<file path="src/hw/rtl/qrs_pkg.sv">
// ----------------------------------------------------------------------------
// Quadratic root solver package
// Shared widths, status codes and the pipeline payload types.
// ----------------------------------------------------------------------------
package qrs_pkg;

	localparam int COEF_W    = 16;
	localparam int FRAC_BITS = 16;
	localparam int DISC_W    = 34;
	localparam int SQRT_W    = 18;
	localparam int NUM_W     = 19;
	localparam int DEN_W     = 17;
	localparam int QDIV_W    = NUM_W + FRAC_BITS;
	localparam int ROOT_W    = 32;
	localparam int SQRT_STEPS = SQRT_W;
	localparam int DIV_STEPS  = QDIV_W;

	typedef enum logic [1:0] {
		ST_NONE   = 2'd0,
		ST_DOUBLE = 2'd1,
		ST_TWO    = 2'd2,
		ST_AZERO  = 2'd3
	} status_t;

	// Information that rides unchanged beside the arithmetic.
	typedef struct packed {
		status_t            status;
		logic [DISC_W-1:0]  disc;
		logic signed [COEF_W-1:0] b;
		logic signed [COEF_W:0]   den;
	} side_t;

endpackage

</file>
<file path="src/hw/rtl/qrs_sqrt.sv">
// ----------------------------------------------------------------------------
// Pipelined square root
// Restoring integer square root, one result bit per stage, with a side band.
// ----------------------------------------------------------------------------
module qrs_sqrt (
	input  logic                      clk,
	input  logic                      arst_n,
	input  logic                      en,
	input  logic                      in_valid,
	input  logic [qrs_pkg::DISC_W-1:0] radicand,
	input  qrs_pkg::side_t            in_side,
	output logic                      out_valid,
	output logic [qrs_pkg::SQRT_W-1:0] root,
	output qrs_pkg::side_t            out_side
);
	import qrs_pkg::*;

	localparam int RW = 2 * SQRT_W;

	logic [SQRT_STEPS:0]          v_s;
	logic [RW-1:0]                x_s   [SQRT_STEPS+1];
	logic [RW-1:0]                rem_s [SQRT_STEPS+1];
	logic [SQRT_W-1:0]            q_s   [SQRT_STEPS+1];
	side_t                        sd_s  [SQRT_STEPS+1];

	always_comb begin
		v_s[0]   = in_valid;
		x_s[0]   = {{(RW-DISC_W){1'b0}}, radicand};
		rem_s[0] = '0;
		q_s[0]   = '0;
		sd_s[0]  = in_side;
	end

	for (genvar i = 0; i < SQRT_STEPS; i++) begin : g_stage
		logic [RW-1:0] rem_n;
		logic [RW-1:0] trial;
		always_comb begin
			rem_n = {rem_s[i][RW-3:0], x_s[i][RW-1:RW-2]};
			trial = {{(RW-SQRT_W-2){1'b0}}, q_s[i], 2'b01};
		end
		always_ff @(posedge clk or negedge arst_n) begin
			if (!arst_n) begin
				v_s[i+1] <= 1'b0;
			end else if (en) begin
				v_s[i+1] <= v_s[i];
			end
		end
		always_ff @(posedge clk) begin
			if (en) begin
				x_s[i+1]  <= {x_s[i][RW-3:0], 2'b00};
				sd_s[i+1] <= sd_s[i];
				if (rem_n >= trial) begin
					rem_s[i+1] <= rem_n - trial;
					q_s[i+1]   <= {q_s[i][SQRT_W-2:0], 1'b1};
				end else begin
					rem_s[i+1] <= rem_n;
					q_s[i+1]   <= {q_s[i][SQRT_W-2:0], 1'b0};
				end
			end
		end
	end

	assign out_valid = v_s[SQRT_STEPS];
	assign root      = q_s[SQRT_STEPS];
	assign out_side  = sd_s[SQRT_STEPS];

endmodule

</file>
<file path="config.mk">
export PLATFORM = sky130hd
export DESIGN_NAME = qrs_sqrt
export DESIGN_NICKNAME = d
export VERILOG_FILES = /design/src/hw/rtl/qrs_pkg.sv /design/src/hw/rtl/qrs_sqrt.sv
export SDC_FILE = /design/constraint.sdc
export NUM_CORES = 2
export LEC_CHECK = 0
export ABC_AREA = 1
export BUFFER_PORTS_ARGS = -buffer_cell sky130_fd_sc_hd__buf_2
export CAP_MARGIN = 25
export CELL_PAD_IN_SITES_DETAIL_PLACEMENT = 1
export CELL_PAD_IN_SITES_GLOBAL_PLACEMENT = 2
export CORE_ASPECT_RATIO = 0.75
export CORE_MARGIN = 2
export CORE_UTILIZATION = 30
export DETAILED_ROUTE_END_ITERATION = 12
export MAX_ROUTING_LAYER = met4
export PLACE_DENSITY = 0.6
export SKIP_CTS_REPAIR_TIMING = 1
export SLEW_MARGIN = 25
export SYNTH_ARGS = -nofsm -noshare
export SYNTH_HDL_FRONTEND = slang
export SYNTH_SLANG_ARGS = --single-unit
</file>
<file path="constraint.sdc">
create_clock -name clk -period 3.2 [get_ports clk]
set_clock_uncertainty 0.2 [all_clocks]
set_input_delay 0.48 -clock clk [delete_from_list [all_inputs] [get_ports clk]]
set_output_delay 0.48 -clock clk [all_outputs]
set_load 0.05 [all_outputs]
</file>
; ---- Word level (Yosys, flattened, before mapping)
; Index checks and enable logic that the tools add are counted.
[op_classes]
n_addsub = 16
mul = 0
n_div = 0
order_cmp = 17
eq_ne = 0
shifts = 0
mux = 33
n_bitwise = 0
n_reduce_logical = 0
[op_table]
columns = cell, n
row1 = $mux 34, 15
row2 = $ge 36x10->1, 1
row3 = $ge 36x11->1, 1
row4 = $ge 36x12->1, 1
row5 = $ge 36x13->1, 1
row6 = $ge 36x14->1, 1
row7 = $ge 36x15->1, 1
row8 = $ge 36x16->1, 1
row9 = $ge 36x17->1, 1
row10 = $ge 36x18->1, 1
row11 = $ge 36x3->1, 1
row12 = $ge 36x4->1, 1
row13 = $ge 36x5->1, 1
row14 = $ge 36x6->1, 1
row15 = $ge 36x7->1, 1
row16 = $ge 36x8->1, 1
row17 = $ge 36x9->1, 1
row18 = $sub 34x10->34, 1
row19 = $sub 34x11->34, 1
row20 = $sub 34x12->34, 1
row21 = $sub 34x13->34, 1
row22 = $sub 34x14->34, 1
row23 = $sub 34x15->34, 1
row24 = $sub 34x16->34, 1
row25 = 12 further kinds, 28
[totals]
reg_bits = 2232
latch_bits = 0
ram_bits = 0
mem_bits_ro = 0
in_bits = 107
out_inout_bits = 88
elab_cells = 207
memories = 0

; ---- Depth between registers and ports, before layout
[depth]
word_depth = 2
mapped_depth = 15
mapped_depth_nobuf = 14

; ---- Least setup slack after synthesis
; OpenSTA, ideal clock, no wires.
[synth_timing]
path_type = reg-to-reg
start = register rem_s (netlist bit g_stage[14].rem_n[10])
end = register rem_s (netlist bit g_stage[15].rem_n[10]) (data pin)
setup_time_ps = 257
arrival_time_ps = 1827
required_time_ps = 2743
slack_ps = 916
path_stages_with_launch = 15
path_buffers = 2
synth_period_minus_slack_ps = 2284
cell_sequence = edfxtp_1 > ha_1 > nand2_2 > inv_2 > nand2_4 > nor2_2 > nand2_1 > nand3_2 > nand2_4 > nand3_4 > inv_4 > buf_12 > buf_12 > nand2_4 > o21ai_2
[synth_via]
elab_chain_cells = 2
[synth_rtl]
columns = element, line
row1 = start: declaration, qrs_sqrt.sv:22  ; logic [RW-1:0] rem_s [SQRT_STEPS+1];
row2 = start signal: indexed assignment, qrs_sqrt.sv:53  ; rem_s[i+1] <= rem_n - trial;
row3 = start signal: indexed assignment, qrs_sqrt.sv:56  ; rem_s[i+1] <= rem_n;
row4 = $ge 36x15->1, qrs_sqrt.sv:52  ; if (rem_n >= trial) begin
row5 = $mux 34, qrs_sqrt.sv:52
; Every way passes these cells.
; A chain may end at the register's enable or synchronous reset.

; ---- Worst setup path after layout
[layout_timing]
start = register q_s (netlist bit g_stage[10].trial[8])
end = register rem_s (netlist bit g_stage[11].rem_n[23]) (data pin)
[layout_via]
elab_chain_cells = 2
word_cells_on_any_way = 3
cone_classes = add/sub (1) / order compare (1) / mux (1)
[layout_rtl]
columns = element, line
row1 = start: declaration, qrs_sqrt.sv:23  ; logic [SQRT_W-1:0] q_s [SQRT_STEPS+1];
row2 = start signal: indexed assignment, qrs_sqrt.sv:54  ; q_s[i+1] <= {q_s[i][SQRT_W-2:0], 1'b1};
row3 = start signal: indexed assignment, qrs_sqrt.sv:57  ; q_s[i+1] <= {q_s[i][SQRT_W-2:0], 1'b0};
row4 = $sub 34x11->34 / $ge 36x11->1 (equally long branches), "qrs_sqrt.sv:53, qrs_sqrt.sv:52"
row5 = $mux 34 (*), qrs_sqrt.sv:52
; Every way passes the cells marked *; elsewhere a longest branch is shown, timed or not.

==> report_table.html <==
<table>
<tr><th>Metric</th><th>Value</th></tr>
<tr><th colspan="2">Status</th></tr>
<tr><td>Outcome</td><td>completed</td></tr>
<tr><th colspan="2">Critical path</th></tr>
<tr><td>Capture point of the worst path</td><td>g_stage[11].rem_n[23]$_DFFE_PP_</td></tr>
<tr><td>Kind of end point of the critical path</td><td>flip-flop</td></tr>
<tr><td>Startpoint types</td><td>flip-flop</td></tr>
<tr><td>Startpoint of the worst register-to-register path</td><td>g_stage[10].trial[8]$_DFFE_PP_</td></tr>
<tr><td>Crit path DAT</td><td>3.25 ns</td></tr>
<tr><td>Crit path from</td><td>g_stage[10].trial[8]$_DFFE_PP_</td></tr>
<tr><td>Worst R2R Path Depth</td><td>13</td></tr>
<tr><td>Slowest stage delay, CP</td><td>0.54 ns</td></tr>
<tr><td>Endpoint of the most critical register-to-register path</td><td>g_stage[11].rem_n[23]$_DFFE_PP_</td></tr>
<tr><td>Ordered list of cells on the worst path</td><td>inv_1 &gt; ha_1 &gt; nand2_1 &gt; inv_1 &gt; nand2_1 &gt; inv_1 &gt; nand2_1 &gt; nand3_1 &gt; nor2_1 &gt; nand2_4 &gt; buf_4 &gt; nand3_1 &gt; o21ai_0</td></tr>
<tr><td>Setup slack of the worst register-to-register path</td><td>0.22 ns</td></tr>
<tr><td>Slowest CP cell</td><td>sky130_fd_sc_hd__edfxtp_1</td></tr>
<tr><td>Data required time at the worst endpoint</td><td>3.47 ns</td></tr>
<tr><td>Maximum fanout encountered on the critical timing path</td><td>15</td></tr>
<tr><td>Critical path start-end classification</td><td>flip-flop to flip-flop</td></tr>
<tr><th colspan="2">Logic synthesis</th></tr>
<tr><td>Instance count of the mapped netlist</td><td>7431</td></tr>
<tr><td>Sequential cell area fraction in the yosys report</td><td>72.5%</td></tr>
<tr><td>Cell accounting for the most synthesized area</td><td>sky130_fd_sc_hd__edfxtp_1</td></tr>
<tr><td>Post-Synthesis Cell Area</td><td>91500 µm²</td></tr>
<tr><td>Number of distinct library cells after synthesis</td><td>54</td></tr>
<tr><td>Fraction of synthesized cell area taken by the top area cell type</td><td>72.0%</td></tr>
<tr><td>Average instance area after synthesis</td><td>12.3 µm²</td></tr>
<tr><td>Count of warnings emitted by yosys</td><td>0</td></tr>
<tr><td>Top cells by area, synth</td><td>sky130_fd_sc_hd__edfxtp_1, sky130_fd_sc_hd__nand2_1, sky130_fd_sc_hd__inv_1, sky130_fd_sc_hd__nor2_1, sky130_fd_sc_hd__ha_1</td></tr>
<tr><td>Synthesized flop and latch total</td><td>2212</td></tr>
<tr><th colspan="2">Die</th></tr>
<tr><td>Initial cell density of the core</td><td>30.2%</td></tr>
<tr><td>Height of the chip</td><td>482 µm</td></tr>
<tr><td>Die outline width</td><td>642 µm</td></tr>
<tr><td>Count of pins on the block boundary</td><td>195</td></tr>
<tr><td>Standard-cell rows</td><td>175</td></tr>
<tr><td>Core outline area</td><td>303000 µm²</td></tr>
<tr><td>Full die area</td><td>310000 µm²</td></tr>
<tr><th colspan="2">Layout</th></tr>
<tr><td>Relative area change from synthesis to final layout</td><td>17.0%</td></tr>
<tr><td>Commonest non-fill, non-tap cells in the layout</td><td>sky130_fd_sc_hd__edfxtp_1, sky130_fd_sc_hd__nand2_1, sky130_fd_sc_hd__inv_1</td></tr>
<tr><td>Most common cell after layout, fill and taps aside</td><td>sky130_fd_sc_hd__edfxtp_1</td></tr>
<tr><td>Area used by multi-input combinational logic</td><td>20500 µm²</td></tr>
<tr><td>Number of nets in the final layout</td><td>8292</td></tr>
<tr><td>Seq. cell area</td><td>66300 µm²</td></tr>
<tr><td>Post-layout utilization of the core</td><td>35.3%</td></tr>
<tr><td>Number of fill cells</td><td>32538</td></tr>
<tr><td>Share of post-route cells with drive strength above 1</td><td>11.2%</td></tr>
<tr><th colspan="2">Timing</th></tr>
<tr><td>Post-route fraction of the period consumed by the critical path</td><td>93.2%</td></tr>
<tr><td>Fin crit period</td><td>2.98 ns</td></tr>
<tr><td>Final-layout setup total negative slack</td><td>0 ns</td></tr>
<tr><td>Final slew viol count</td><td>0</td></tr>
<tr><td>Transition time at the pin with the least slew margin</td><td>0.798 ns</td></tr>
<tr><td>Count of endpoints failing hold in the final timing report</td><td>0</td></tr>
<tr><td>Relative slew slack</td><td>46.6%</td></tr>
<tr><td>Unrepaired setup endpoints after global routing</td><td>false</td></tr>
<tr><td>Number of setup violations in the final report</td><td>0</td></tr>
<tr><td>F_max</td><td>335 MHz</td></tr>
<tr><th colspan="2">Pwr</th></tr>
<tr><td>Leakage Power</td><td>41.3 nW</td></tr>
<tr><td>Maximum VDD drop</td><td>0.533 mV</td></tr>
<tr><td>Power density of the placed cells</td><td>651 nW/µm²</td></tr>
<tr><th colspan="2">Clock tree</th></tr>
<tr><td>Total clock sinks</td><td>2212</td></tr>
<tr><td>Clock-pin slew of the registers on the worst-case setup and hold paths</td><td>0.07 ns</td></tr>
<tr><td>H-tree lvl count</td><td>4</td></tr>
<tr><td>CTS root buf</td><td>sky130_fd_sc_hd__clkbuf_16</td></tr>
<tr><td>Worst-case clock buffer depth</td><td>4</td></tr>
<tr><td>CTS Buf Count</td><td>230</td></tr>
<tr><td>TritonCTS clock tree</td><td>yes</td></tr>
<tr><td>Skew-Pair Late Insertion Delay</td><td>0.93 ns</td></tr>
<tr><th colspan="2">Route</th></tr>
<tr><td>ANT nets after route</td><td>0</td></tr>
<tr><td>Per-cell via count in the routed design</td><td>4.39</td></tr>
<tr><td>Count of unresolved DRC violations after routing</td><td>0</td></tr>
<tr><td>Wire length after detailed routing</td><td>230 mm</td></tr>
<tr><td>Count of TritonRoute iterations in the first routing pass</td><td>5</td></tr>
<tr><td>Routed length per instance</td><td>18.7 µm</td></tr>
<tr><td>Iteration-0 DRC count of the detailed router</td><td>3348</td></tr>
<tr><td>Vias post-DR</td><td>53918</td></tr>
<tr><th colspan="2">GRT</th></tr>
<tr><td>All-Layer GR Usage</td><td>15.1%</td></tr>
<tr><td>Initial antenna violation count</td><td>3</td></tr>
<tr><td>Global-route wire length before repair</td><td>348 mm</td></tr>
<tr><td>Via count of the first global-routing pass</td><td>56002</td></tr>
<tr><td>Grt ovf</td><td>0</td></tr>
<tr><td>Pin count of the biggest net entering global routing</td><td>97</td></tr>
<tr><th colspan="2">Flow run</th></tr>
<tr><td>Max-cap violations</td><td>0</td></tr>
<tr><th colspan="2">Hold path</th></tr>
<tr><td>Min-Delay Path Class</td><td>input pin to flip-flop</td></tr>
<tr><th colspan="2">Placed design</th></tr>
<tr><td>Final HPWL from detailed placement</td><td>172 mm</td></tr>
<tr><td>GP Congestion</td><td>0.861</td></tr>
<tr><td>Port Buf Inserts</td><td>193</td></tr>
</table>
cell families after synthesis:
logic type | count (synthesis) | share of synthesized area (%)
AO/OA/AOI/OAI | 529 | 3.26
XOR/XNOR | 204 | 1.95
adder cells (fa/ha/maj) | 172 | 2.35
buffers and inverters | 1119 | 5.16
flip-flops | 2212 | 72.5
other | 1 | 0.00410
AND/OR/NAND/NOR | 3194 | 14.8
where the power goes:
group          internal, mW  switching (mW)
combinational          2.16            4.80
clock                  15.6            11.3
sequential             34.4            1.30
total                  52.2            17.4
metal layers:
metal	up-vias	track usage (%)	wire length (µm)
met5	-	-	0
met4	0	3.46	4820
met3	288	2.00	7580
met2	705	22.0	97500
met1	26485	22.2	120000
li1	26440	-	-
metrics by stage:
step | setup slack, ns | cells | hold WS (ns) | power [mW] | cell area (µm²)
after floorplan | 0.916 | 7432 | -0.0156 | 39.9 | 91500
after global placement | 0.157 | 11742 | 0.200 | 43.2 | 98400
after detailed placement | 0.154 | 11742 | 0.205 | 43.3 | 98400
after CTS | 0.180 | 12162 | -0.798 | 70.8 | 106000
after global routing | 0.0567 | 12273 | -0.00682 | 72.9 | 107000
final | 0.219 | 12274 | 0.0606 | 69.7 | 107000
how the worst min path moves through the flow:
| stage | end | from | slack, ns | cells past startpoint |
|---|---|---|---|---|
| 5_1_grt | sd_s[1201]$_DFFE_PP_ | in_side[28] | -0.007 | 2 |
| 6_report | sd_s[1228]$_DFFE_PP_ | in_side[55] | 0.06 | 2 |
| 2_1_floorplan | out_valid$_DFFE_PN0P_ | arst_n | -0.02 | 0 |
| 3_5_place_dp | sd_s[369]$_DFFE_PP_ | sd_s[438]$_DFFE_PP_ | 0.21 | 0 |
| 4_1_cts | v_s[5]$_DFFE_PN0P_ | arst_n | -0.80 | 1 |
| 3_3_place_gp | sd_s[994]$_DFFE_PP_ | sd_s[1063]$_DFFE_PP_ | 0.20 | 0 |
flip-flops by register name, summed over array words and instances (netlist names):
signal,cells
g_stage.rem_n,527
g_stage.trial,136
out_side,69
out_valid,1
root,17
sd_s,1173
v_s,17
x_s,272
worst max-delay path: cells and delay by family, from the launching register on:
kind	cells	cell delay [ns]
fa+ha+maj	1	0.35
compound gates	1	0.24
flops	1	0.54
simple gates	7	0.82
buf+inv	4	0.46
cell usage after synthesis, drive strengths merged:
cell and n:
a211oi 1, a21boi 5, a21o 4, a21oi 272, and2 6, and3 5, buf 120, clkbuf 7
conb 1, dfrtp 18, edfxtp 2194, ha 172, inv 992, nand2 1784, nand2b 1, nand3 360
nand3b 31, nand4 120, nor2 735, nor2b 5, nor3 107, nor3b 6, nor4 15, nor4b 1
o211ai 5, o21a 1, o21ai 234, o21bai 4, o31ai 3, or2 18, xnor2 105, xor2 99
area by class of cell:
| cell class | instances | area share, % |
|---|---|---|
| diodes | 2 | 0.00468 |
| clock inverters | 153 | 1.48 |
| well taps | 4071 | 4.76 |
| multi-input cells | 4101 | 19.1 |
| flip-flops and latches | 2212 | 62.0 |
| clock buffers | 267 | 5.59 |
| repair buffers | 476 | 3.59 |
| inverters | 992 | 3.49 |
Power figures use the tool's default switching activity.
